==> config.mk <==
export PLATFORM = sky130hd
export DESIGN_NAME = imperfect_sensor_expected_impact_flat
export DESIGN_NICKNAME = d
export VERILOG_FILES = /design/src/hdl/isei_pkg.sv /design/src/hdl/isei_if.sv /design/src/hdl/imperfect_sensor_expected_impact.sv /design/src/flat_wrapper.sv
export SDC_FILE = /design/constraint.sdc
export NUM_CORES = 2
export LEC_CHECK = 0
export BUFFER_PORTS_ARGS = -buffer_cell sky130_fd_sc_hd__buf_2
export CAP_MARGIN = 20
export CORE_MARGIN = 2
export CORE_UTILIZATION = 61
export DETAILED_ROUTE_END_ITERATION = 12
export HOLD_SLACK_MARGIN = 0.02
export MAX_ROUTING_LAYER = met4
export PLACE_DENSITY = 0.79
export SYNTH_ARGS = -nofsm -noshare
export SYNTH_HDL_FRONTEND = slang
export SYNTH_SLANG_ARGS = --single-unit
==> constraint.sdc <==
create_clock -name clk -period 10.3 [get_ports clk]
set_input_delay 2.06 -clock clk [delete_from_list [all_inputs] [get_ports clk]]
set_output_delay 2.06 -clock clk [all_outputs]
set_load 0.02 [all_outputs]
==> src/hdl/isei_pkg.sv <==
// types, constants and sequencer states for the expected-impact block
// no dependencies; used by the channel interfaces and the top level
package isei_pkg;

    // probability format
    localparam int PROB_FRAC_BITS = 16;
    localparam int PROB_W         = PROB_FRAC_BITS + 1;

    // item field widths
    localparam int TIME_W    = 32;
    localparam int IMP_W     = 32;
    localparam int DETECT_W  = 17;
    localparam int SUM_W     = 48;
    localparam int TOTAL_W   = 64;

    // shared multiplier and adder widths
    localparam int MUL_W = IMP_W + PROB_W;
    localparam int ADD_W = ((MUL_W > SUM_W) ? MUL_W : SUM_W) + 1;
    localparam int CMP_W = (DETECT_W > PROB_W) ? DETECT_W : PROB_W;

    typedef logic [PROB_W-1:0] prob_t;

    localparam prob_t PROB_ONE = {1'b1, {PROB_FRAC_BITS{1'b0}}};
    localparam logic [SUM_W-1:0]   SUM_MAX   = {SUM_W{1'b1}};
    localparam logic [TOTAL_W-1:0] TOTAL_MAX = {TOTAL_W{1'b1}};

    typedef struct packed {
        logic [TIME_W-1:0]   arrival_time;
        logic [IMP_W-1:0]    node_impact;
        logic [DETECT_W-1:0] detect_prob;
        logic                sensor_placed;
        logic                is_dummy;
        logic                last_in_scenario;
        logic                last_scenario;
    } in_item_t;

    typedef struct packed {
        logic [SUM_W-1:0]   scenario_impact;
        logic [TOTAL_W-1:0] total_impact;
        logic               batch_done;
    } out_item_t;

    typedef enum logic [2:0] {
        S_IDLE,
        S_MUL_DET,
        S_MUL_IMP,
        S_ACC,
        S_OPEN,
        S_MISS,
        S_BATCH,
        S_EMIT
    } seq_state_t;

endpackage

==> src/hdl/isei_if.sv <==
// valid/ready channels for arrival entries and scenario results
// depends on isei_pkg for the payload structs
interface isei_in_if;
    import isei_pkg::*;

    logic     valid;
    logic     ready;
    in_item_t data;

    modport source (output valid, output data, input ready);
    modport sink   (input valid, input data, output ready);
endinterface

interface isei_out_if;
    import isei_pkg::*;

    logic      valid;
    logic      ready;
    out_item_t data;

    modport source (output valid, output data, input ready);
    modport sink   (input valid, input data, output ready);
endinterface

==> src/hdl/imperfect_sensor_expected_impact.sv <==
// expected impact of contamination scenarios under imperfect sensors
// depends on isei_pkg and the channel interfaces in isei_if.sv
//
//  channel   dir  payload                                   item
//  in_ch     in   time, impact, prob, placed, dummy, lasts   one arrival entry
//  out_ch    out  scenario_impact, total_impact, batch_done  one scenario result
//
// one multiplier is shared under a small sequencer; in_ch.ready is high only in idle.
// an entry inside a group passes idle and S_OPEN (and S_MISS with a placed sensor); closing a
// detectable group adds S_MUL_DET, S_MUL_IMP and S_ACC; a scenario end adds S_BATCH and S_EMIT.
// rst_n clears all control and sums at once; no clearing pass.
// a result waits in the output register; the next item is taken meanwhile, and the
// sequencer holds only if a second result is ready before the first is taken.
module imperfect_sensor_expected_impact (
    input  logic              clk,
    input  logic              rst_n,
    isei_in_if.sink           in_ch,
    isei_out_if.source        out_ch
);
    import isei_pkg::*;

    seq_state_t state_reg, state_next;

    // captured entry
    logic [TIME_W-1:0] t_reg, t_next;
    logic [IMP_W-1:0]  imp_reg, imp_next;
    prob_t             p_reg, p_next;
    logic              placed_reg, placed_next;
    logic              dummy_reg, dummy_next;
    logic              last_reg, last_next;
    logic              lscen_reg, lscen_next;
    logic              final_reg, final_next;

    // group and scenario state
    logic [TIME_W-1:0]  group_time_reg, group_time_next;
    logic [IMP_W-1:0]   group_impact_reg, group_impact_next;
    prob_t              group_miss_reg, group_miss_next;
    logic               group_det_reg, group_det_next;
    logic               group_open_reg, group_open_next;
    logic [SUM_W-1:0]   scen_sum_reg, scen_sum_next;
    prob_t              remain_reg, remain_next;
    logic [TOTAL_W-1:0] batch_sum_reg, batch_sum_next;

    // shared multiplier
    logic [IMP_W-1:0] mul_a;
    prob_t            mul_b;
    logic [MUL_W-1:0] prod_reg, prod_next;
    prob_t            taken_reg, taken_next;

    // output register
    logic      out_valid_reg, out_valid_next;
    out_item_t out_data_reg, out_data_next;

    // decisions and wide sums for the control blocks
    logic             close_now;
    logic             open_det;
    logic             need_mul;
    logic             out_free;
    prob_t            p_clamped;
    logic [ADD_W-1:0] sum_wide;
    logic [TOTAL_W:0] batch_wide;

    assign in_ch.ready  = (state_reg == S_IDLE);
    assign out_ch.valid = out_valid_reg;
    assign out_ch.data  = out_data_reg;

    assign close_now = group_open_reg && (in_ch.data.arrival_time != group_time_reg);
    assign open_det  = (group_open_reg && group_det_reg) || dummy_reg || placed_reg;
    assign need_mul  = placed_reg && !dummy_reg;
    assign out_free  = !out_valid_reg || out_ch.ready;

    // probability above one is taken as one
    assign p_clamped = (CMP_W'(in_ch.data.detect_prob) > CMP_W'(PROB_ONE))
                     ? PROB_ONE : PROB_W'(in_ch.data.detect_prob);

    assign sum_wide   = ADD_W'(scen_sum_reg) + ADD_W'(prod_reg);
    assign batch_wide = (TOTAL_W + 1)'(batch_sum_reg) + (TOTAL_W + 1)'(scen_sum_reg);

    assign prod_next = MUL_W'(mul_a) * MUL_W'(mul_b);

    // next state
    always_comb
    begin
        state_next = state_reg;
        case (state_reg)
            S_IDLE:
            begin
                if (in_ch.valid)
                begin
                    if (close_now && group_det_reg)
                        state_next = S_MUL_DET;
                    else
                        state_next = S_OPEN;
                end
            end
            S_MUL_DET: state_next = S_MUL_IMP;
            S_MUL_IMP: state_next = S_ACC;
            S_ACC:     state_next = final_reg ? S_BATCH : S_OPEN;
            S_OPEN:
            begin
                if (need_mul)
                    state_next = S_MISS;
                else if (!last_reg)
                    state_next = S_IDLE;
                else if (open_det)
                    state_next = S_MUL_DET;
                else
                    state_next = S_BATCH;
            end
            S_MISS:    state_next = last_reg ? S_MUL_DET : S_IDLE;
            S_BATCH:   state_next = S_EMIT;
            S_EMIT:    state_next = out_free ? S_IDLE : S_EMIT;
            default:   state_next = S_IDLE;
        endcase
    end

    // datapath control
    always_comb
    begin
        t_next            = t_reg;
        imp_next          = imp_reg;
        p_next            = p_reg;
        placed_next       = placed_reg;
        dummy_next        = dummy_reg;
        last_next         = last_reg;
        lscen_next        = lscen_reg;
        final_next        = final_reg;
        group_time_next   = group_time_reg;
        group_impact_next = group_impact_reg;
        group_miss_next   = group_miss_reg;
        group_det_next    = group_det_reg;
        group_open_next   = group_open_reg;
        scen_sum_next     = scen_sum_reg;
        remain_next       = remain_reg;
        batch_sum_next    = batch_sum_reg;
        taken_next        = taken_reg;
        mul_a             = IMP_W'(remain_reg);
        mul_b             = PROB_ONE - group_miss_reg;
        out_data_next     = out_data_reg;
        out_valid_next    = out_valid_reg && !out_ch.ready;

        case (state_reg)
            S_IDLE:
            begin
                if (in_ch.valid)
                begin
                    t_next      = in_ch.data.arrival_time;
                    imp_next    = in_ch.data.node_impact;
                    p_next      = p_clamped;
                    placed_next = in_ch.data.sensor_placed;
                    dummy_next  = in_ch.data.is_dummy;
                    last_next   = in_ch.data.last_in_scenario;
                    lscen_next  = in_ch.data.last_scenario;
                    final_next  = 1'b0;
                    // a group with no possible detection just closes
                    if (close_now && !group_det_reg)
                        group_open_next = 1'b0;
                end
            end
            // remaining times detection
            S_MUL_DET:
            begin
                mul_a = IMP_W'(remain_reg);
                mul_b = PROB_ONE - group_miss_reg;
            end
            // impact times taken share
            S_MUL_IMP:
            begin
                taken_next = prod_reg[PROB_FRAC_BITS +: PROB_W];
                mul_a      = group_impact_reg;
                mul_b      = taken_next;
            end
            // saturating scenario sum, group closes
            S_ACC:
            begin
                if (sum_wide > ADD_W'(SUM_MAX))
                    scen_sum_next = SUM_MAX;
                else
                    scen_sum_next = sum_wide[SUM_W-1:0];
                remain_next     = remain_reg - taken_reg;
                group_open_next = 1'b0;
            end
            // open the group if needed and fold in this entry
            S_OPEN:
            begin
                mul_a = group_open_reg ? IMP_W'(group_miss_reg) : IMP_W'(PROB_ONE);
                mul_b = PROB_ONE - p_reg;
                if (!group_open_reg)
                begin
                    group_open_next   = 1'b1;
                    group_time_next   = t_reg;
                    group_impact_next = imp_reg;
                    group_miss_next   = PROB_ONE;
                    group_det_next    = 1'b0;
                end
                if (dummy_reg)
                begin
                    group_miss_next = '0;
                    group_det_next  = 1'b1;
                end
                if (!need_mul && last_reg)
                begin
                    final_next = 1'b1;
                    if (!open_det)
                        group_open_next = 1'b0;
                end
            end
            S_MISS:
            begin
                group_miss_next = prod_reg[PROB_FRAC_BITS +: PROB_W];
                group_det_next  = 1'b1;
                final_next      = last_reg;
            end
            // saturating batch total
            S_BATCH:
            begin
                if (batch_wide[TOTAL_W])
                    batch_sum_next = TOTAL_MAX;
                else
                    batch_sum_next = batch_wide[TOTAL_W-1:0];
            end
            // hand the result to the output register
            S_EMIT:
            begin
                if (out_free)
                begin
                    out_valid_next                = 1'b1;
                    out_data_next.scenario_impact = scen_sum_reg;
                    out_data_next.total_impact    = batch_sum_reg;
                    out_data_next.batch_done      = lscen_reg;
                    scen_sum_next                 = '0;
                    remain_next                   = PROB_ONE;
                    if (lscen_reg)
                        batch_sum_next = '0;
                end
            end
            default:
            begin
                out_valid_next = out_valid_reg && !out_ch.ready;
            end
        endcase
    end

    // control and state registers
    always_ff @(posedge clk or negedge rst_n)
    begin
        if (!rst_n)
        begin
            state_reg        <= S_IDLE;
            final_reg        <= 1'b0;
            group_time_reg   <= '0;
            group_impact_reg <= '0;
            group_miss_reg   <= PROB_ONE;
            group_det_reg    <= 1'b0;
            group_open_reg   <= 1'b0;
            scen_sum_reg     <= '0;
            remain_reg       <= PROB_ONE;
            batch_sum_reg    <= '0;
            out_valid_reg    <= 1'b0;
        end
        else
        begin
            state_reg        <= state_next;
            final_reg        <= final_next;
            group_time_reg   <= group_time_next;
            group_impact_reg <= group_impact_next;
            group_miss_reg   <= group_miss_next;
            group_det_reg    <= group_det_next;
            group_open_reg   <= group_open_next;
            scen_sum_reg     <= scen_sum_next;
            remain_reg       <= remain_next;
            batch_sum_reg    <= batch_sum_next;
            out_valid_reg    <= out_valid_next;
        end
    end

    // payload registers
    always_ff @(posedge clk)
    begin
        t_reg        <= t_next;
        imp_reg      <= imp_next;
        p_reg        <= p_next;
        placed_reg   <= placed_next;
        dummy_reg    <= dummy_next;
        last_reg     <= last_next;
        lscen_reg    <= lscen_next;
        prod_reg     <= prod_next;
        taken_reg    <= taken_next;
        out_data_reg <= out_data_next;
    end

endmodule

==> src/flat_wrapper.sv <==
// flat-port wrapper written by rule: the top's interface ports become plain ports
module imperfect_sensor_expected_impact_flat import isei_pkg::*;
  (clk, rst_n, in_ch_valid, in_ch_data, in_ch_ready, out_ch_valid, out_ch_data, out_ch_ready);
  isei_in_if in_ch_i ();
  isei_out_if out_ch_i ();
  input  logic clk;
  input  logic rst_n;
  input wire logic [$bits(in_ch_i.valid)-1:0] in_ch_valid;
  input wire logic [$bits(in_ch_i.data)-1:0] in_ch_data;
  output wire logic [$bits(in_ch_i.ready)-1:0] in_ch_ready;
  output wire logic [$bits(out_ch_i.valid)-1:0] out_ch_valid;
  output wire logic [$bits(out_ch_i.data)-1:0] out_ch_data;
  input wire logic [$bits(out_ch_i.ready)-1:0] out_ch_ready;
  assign in_ch_i.valid = in_ch_valid;
  assign in_ch_i.data = in_ch_data;
  assign in_ch_ready = in_ch_i.ready;
  assign out_ch_valid = out_ch_i.valid;
  assign out_ch_data = out_ch_i.data;
  assign out_ch_i.ready = out_ch_ready;
  imperfect_sensor_expected_impact u_core (.clk(clk), .rst_n(rst_n), .in_ch(in_ch_i), .out_ch(out_ch_i));
endmodule
# --- After elaboration in Yosys (flattened, before gate mapping) ---
# Index checks and enable logic that the tools add are counted.
word_totals:
  ff_bits: 481
  in_bits: 89
  output_inout_bits: 115
  word_cells: 112
op_classes:
  addsub: 5
  n_mul: 1
  magnitude_cmp: 2
  eq_ne: 14
  mux: 37
  n_bitwise: 1
  reduce_logical: 29
ops:
  columns: ["cell", "count"]
  rows:
  - ["64-bit two-way mux", 3]
  - ["64-bit case mux with 2 select lines", 1]
  - ["17-bit case mux with 2 select lines", 3]
  - ["48-bit two-way mux", 2]
  - ["48-bit case mux with 2 select lines", 1]
  - ["17-bit two-way mux", 4]
  - ["64-bit by 48-bit adder with 65-bit output", 1]
  - ["32-bit case mux with 2 select lines", 1]
  - ["48-bit by 49-bit adder with 50-bit output", 1]
  - ["50-bit by 48-bit > comparator with 1-bit output (second input constant)", 1]
  - ["32-bit by 17-bit multiplier with 49-bit output", 1]
  - ["17-bit subtractor (first input constant)", 2]
  - ["32-bit != test", 1]
  - ["3-bit case mux with 8 select lines", 1]
  - ["3-bit two-way mux", 6]
  - ["17-bit > comparator (second input constant)", 1]
  - ["17-bit subtractor", 1]
  - ["3-bit equality test (second input constant)", 4]
  - ["1-bit two-way mux", 11]
  - ["2-bit AND reduction", 5]
  - ["3-bit AND reduction", 3]
  - ["2-bit by 1-bit != test with 1-bit output (second input constant)", 4]
  - ["1-bit logical AND", 7]
  - ["3-bit by 2-bit equality test with 1-bit output (second input constant)", 2]
  - ["other kinds (12)", 22]

# --- Depth between registers and ports, before layout ---
depth:
  word_depth: 7
  mapped_depth: 36
  depth_no_buf: 32

# --- Least setup slack after synthesis ---
# OpenSTA, ideal clock, no wires.
synth_path:
  path_type: "register to register"
  from: "register u_core.state_reg[1]"
  to: "register u_core.prod_reg[45]"
  setup_ns: 0.120
  arrival_time_ns: 8.533
  required_ns: 10.180
  slack_ns: 1.646
  path_stages_with_launch: 36
  n_path_buf: 5
  synth_period_minus_slack_ns: 8.654
  cell_sequence: "dfrtp_1 -> buf_6 -> or3b_1 -> buf_2 -> buf_1 -> buf_2 -> mux2i_1 -> ha_1 -> o21ai_0 -> xnor2_1 -> nor2_1 -> nor2_1 -> clkbuf_1 -> nand2_1 -> fa_1 -> inv_1 -> fa_1 -> inv_1 -> fa_1 -> inv_1 -> fa_1 -> fa_1 -> inv_1 -> fa_1 -> inv_1 -> ha_1 -> a21o_1 -> a21o_1 -> a221o_1 -> nor3_2 -> a41oi_1 -> o21bai_1 -> o21ai_1 -> a21o_1 -> a221o_1 -> xor2_1"
synth_via:
  elab_chain_len: 3
  elab_cells_between_ends: 5
  cone_classes: "1 x mul; 2 x eq/ne; 2 x mux"
synth_rtl:
  columns: ["item", "line", "rtl"]
  rows:
  - ["start, declared", "imperfect_sensor_expected_impact.sv:22", "seq_state_t state_reg, state_next;"]
  - ["start signal, assigned", "imperfect_sensor_expected_impact.sv:263", "state_reg <= state_next;"]
  - ["3-bit equality test or 3-bit by 2-bit equality test with 1-bit output (tied branches)", "imperfect_sensor_expected_impact.sv:142", "case (state_reg)"]
  - ["32-bit case mux with 2 select lines or 17-bit case mux with 2 select lines (tied branches)", "imperfect_sensor_expected_impact.sv:142", null]
  - ["32-bit by 17-bit multiplier with 49-bit output *", "imperfect_sensor_expected_impact.sv:79", "assign prod_next = MUL_W'(mul_a) * MUL_W'(mul_b);"]
  - ["named net u_core.prod_next[45]", "imperfect_sensor_expected_impact.sv:47", "logic [MUL_W-1:0] prod_reg, prod_next;"]
  - ["end signal, assigned", "imperfect_sensor_expected_impact.sv:287", "prod_reg <= prod_next;"]
  - ["end, declared", "imperfect_sensor_expected_impact.sv:47", null]
# The timed path passes the listed nets; every way through them passes the cells marked *.
# A chain may end at the register's enable or synchronous reset.

# --- Final worst setup path ---
layout_path:
  from: "register u_core.state_reg[1]"
  to: "register u_core.prod_reg[41]"
# Same word-level chain as after synthesis.

==> results.md <==
- The number of failing hold endpoints at the final stage is 0.
- For the worst setup path, the data required time is 10.80 ns.
- In this run the number of H-tree levels came out at 2.
- The number of gates given a new drive strength after cts is 0.
- The final period utilization is 94.5%.
- The via count of the first global-routing pass is 31,938.
- The leftover overflow at the end of global routing is 0.
- The slowest stage of the critical path belongs to the cell sky130_fd_sc_hd__o21ai_2.
- The number of max-slew violations in the final report was 0.
- The post-synthesis average cell area is 9.61 sq um.
- The die is 264 um wide.
- The die outline height is 264 um.
- Compared with the post-synthesis result, the final layout area differs by 8.44%.
- The synthesis warning total is 0.
- For this run, the slowest stage of the critical path takes 0.75 ns.
- The arrival time at the worst endpoint is 10.24 ns.
- The number of flip-flops in the largest register is 113.
- The core footprint is 67,000 sq um.
- The number of port buffers is 203.
- In the synthesized netlist the async set-or-reset flop fraction comes to 45.1%.
- The post-synthesis sequential area ratio is 31.3%.
- The clock passes through at most 3 buffers.
- Summing every instance area after synthesis gives 41,200 sq um.
- The synthesized netlist contains 84 unique library cells.
- The total number of vias is 31,809.
- The number of flops mapped to enable cells by yosys is 215.
- The clock transition at the register clock pins on the worst setup and hold paths after CTS is 0.06 ns.
- The ratio of cells with drive above 1 in the final layout is 9.97%.
- The first detailed-routing pass took 6 iterations.
- The hold buffer count at cts is 0.
- The max capacitance violation total is 0.
- The class of the worst hold path is reg -> reg.
- Clock tree synthesis found a total of 481 sinks.
- Routability-driven placement finished with a final weighted congestion of 1.00.
- Dividing the detail-routed wire length by the instance count gives 21.1 um.
- In this run the tightest slew margin relative to its limit is 25.7%.
- The initial antenna violation count was 1.
- The setup path with the least slack is of type reg -> reg.
- The detail route stage leaves a number of antenna-violating nets equal to 0.
- The count of filler cells inserted in the layout is 5,247.
- The insertion delay to the later sink of the worst-skew pair is 0.63 ns.
- The number of CTS-inserted buffers is 52.
- The critical path endpoint category is a flop.
- The main flop type after synthesis is sky130_fd_sc_hd__edfxtp_1.
- The remaining design rule violation count is 0.
- The routed design has 112 mm of wire.
- The final layout contains 5,148 nets.
- The most common cell after layout, fill and taps aside is sky130_fd_sc_hd__inv_1.
- The number of nets handed over by synthesis was 5,058.
- The setup fix buffers added after clock tree synthesis is 0.
- At the pin with the least slew margin, the transition time is 1.11 ns.
- The area occupied by multi-input gates is 25,100 sq um.
- The first global-routing pass estimated 177 mm of wire.
- The tree is rooted in a sky130_fd_sc_hd__clkbuf_16.
- In the layout the commonest cells are 630 x sky130_fd_sc_hd__inv_1, 607 x sky130_fd_sc_hd__nand2_1, 452 x sky130_fd_sc_hd__fa_1.
- The maximum operating frequency is 103 MHz.
- The number of primary I/O pins is 204.
- The floorplan has 95 rows.
- The count of final setup violators is 0.
- The flop and latch count out of synthesis is 481.
- The initial core utilization is 61.4%.
- Summing all flip-flop and latch instances after layout gives 12,900 sq um.
- In this design, the critical path's most frequently occurring cell is sky130_fd_sc_hd__fa_1.
- In the global route stage, overall resource usage came out at 33.5%.
- Adding up every negative setup slack in the final design gives 0 ns.
- After technology mapping, the gate count stands at 4,281.
- The estimated wirelength of the detail-placed design is 85.5 mm.
- The clock period could shrink to 9.74 ns.
- The highest net fanout along the worst path is 17.
- Clock skew on the completed layout was measured at 0.0272 ns.
- Setup repair after global routing left no endpoint under its margin.
- The floorplan step defined a die boundary enclosing 69,600 sq um.
- After the first detailed-routing iteration, the DRC count stood at 3,226.
- After detailed routing, the number of vias per cell comes to 6.01.
- Entering global routing, the biggest net connects 111 pins.
- The clock tree from TritonCTS is yes.
- The startpoint kind of the worst setup timing path is a flop.
- The flow ran to the end, and the final reports show no timing, DRC or antenna violations.
## synth_stat cells (17+ instances only)
cell | instances | share of area [%]
sky130_fd_sc_hd__a21o_1 | 98 | 1.8
sky130_fd_sc_hd__a21oi_1 | 235 | 2.9
sky130_fd_sc_hd__a22oi_1 | 17 | 0.31
sky130_fd_sc_hd__a31oi_1 | 58 | 0.88
sky130_fd_sc_hd__and2_1 | 63 | 0.96
sky130_fd_sc_hd__and3_1 | 89 | 1.4
sky130_fd_sc_hd__buf_2 | 19 | 0.23
sky130_fd_sc_hd__clkbuf_1 | 184 | 1.7
sky130_fd_sc_hd__dfrtp_1 | 215 | 13
sky130_fd_sc_hd__dfxtp_1 | 49 | 2.4
sky130_fd_sc_hd__edfxtp_1 | 215 | 16
sky130_fd_sc_hd__fa_1 | 452 | 22
sky130_fd_sc_hd__ha_1 | 236 | 7.2
sky130_fd_sc_hd__inv_1 | 631 | 5.8
sky130_fd_sc_hd__mux2_2 | 64 | 1.8
sky130_fd_sc_hd__mux2i_1 | 25 | 0.61
sky130_fd_sc_hd__nand2_1 | 607 | 5.5
sky130_fd_sc_hd__nand2b_1 | 27 | 0.41
sky130_fd_sc_hd__nand3_1 | 82 | 1.0
sky130_fd_sc_hd__nand4_1 | 31 | 0.47
sky130_fd_sc_hd__nor2_1 | 201 | 1.8
sky130_fd_sc_hd__nor2b_1 | 33 | 0.50
sky130_fd_sc_hd__nor3_1 | 39 | 0.47
sky130_fd_sc_hd__o211ai_1 | 28 | 0.51
sky130_fd_sc_hd__o21a_1 | 26 | 0.47
sky130_fd_sc_hd__o21ai_0 | 142 | 1.7
sky130_fd_sc_hd__xnor2_1 | 85 | 1.8
sky130_fd_sc_hd__xor2_1 | 101 | 2.1
## critical path: cells and delay by family, from the launching register on
| family | cells | cell delay [ns] |
|---|---|---|
| adders and majority gates | 7 | 3.46 |
| AOI/OAI and AO/OA | 8 | 2.71 |
| and+or+nand+nor | 8 | 2.15 |
| DFF | 1 | 0.36 |
| buffers and inverters | 5 | 0.66 |
| xor gates and xnor gates | 2 | 0.24 |
## metal layers
metal	track usage [%]	share of wire [%]	vias to the layer above
met4	13.3	4.4	0
li1	-	-	14328
met1	43.8	40	15591
met2	52.6	46	1583
met5	-	0	-
met3	5.91	9.3	307
## worst paths after layout
kind	start	depth (start not counted)	slack (ns)	end
setup reg to reg	u_core.state_reg[1]	30	0.56	u_core.prod_reg[41]
min in group asynchronous	rst_n	1	1.48	u_core.group_impact_reg[10]
hold / removal	u_core.t_reg[18]	1	0.47	u_core.group_time_reg[18]
hold reg to reg	u_core.t_reg[18]	1	0.47	u_core.group_time_reg[18]
max in group asynchronous	rst_n	2	7.20	u_core.batch_sum_reg[46]
setup / recovery	u_core.state_reg[1]	30	0.56	u_core.prod_reg[41]
## stage by stage
stage	hold slack [ns]	worst slack [ns]	instance area (sq um)	instances	util, %
2_1_floorplan	0.435	1.65	41200	4281	-
3_3_place_gp	0.454	0.887	42800	5190	63.9
3_5_place_dp	0.462	0.733	42800	5190	63.9
4_1_cts	0.465	0.703	44600	5287	66.6
5_1_grt	0.488	0.163	44600	5288	66.6
6_report	0.470	0.564	44600	5290	66.6
## final cells by class
| cell class | count | area share [%] |
|---|---|---|
| antenna | 3 | 0.0168 |
| clock inverter | 32 | 0.793 |
| inverter | 632 | 5.33 |
| clock buffer | 65 | 3.23 |
| multi-input combinational | 2956 | 56.3 |
| sequential | 481 | 28.8 |
| timing repair buffer | 248 | 3.08 |
| tap | 873 | 2.45 |
## kinds of logic after synthesis
family	count (synthesis)	share of synthesized area (%)
xor gates and xnor gates	186	3.96
and+or+nand+nor	1229	13.5
DFF	481	31.3
AOI/OAI and AO/OA	763	11.9
muxes	90	2.41
buffers and inverters	844	7.79
adders and majority gates	688	29.2
Power is left out: the tool's default activity adds up to more than one toggle a clock period on the data nets, which glitch-free logic cannot reach.
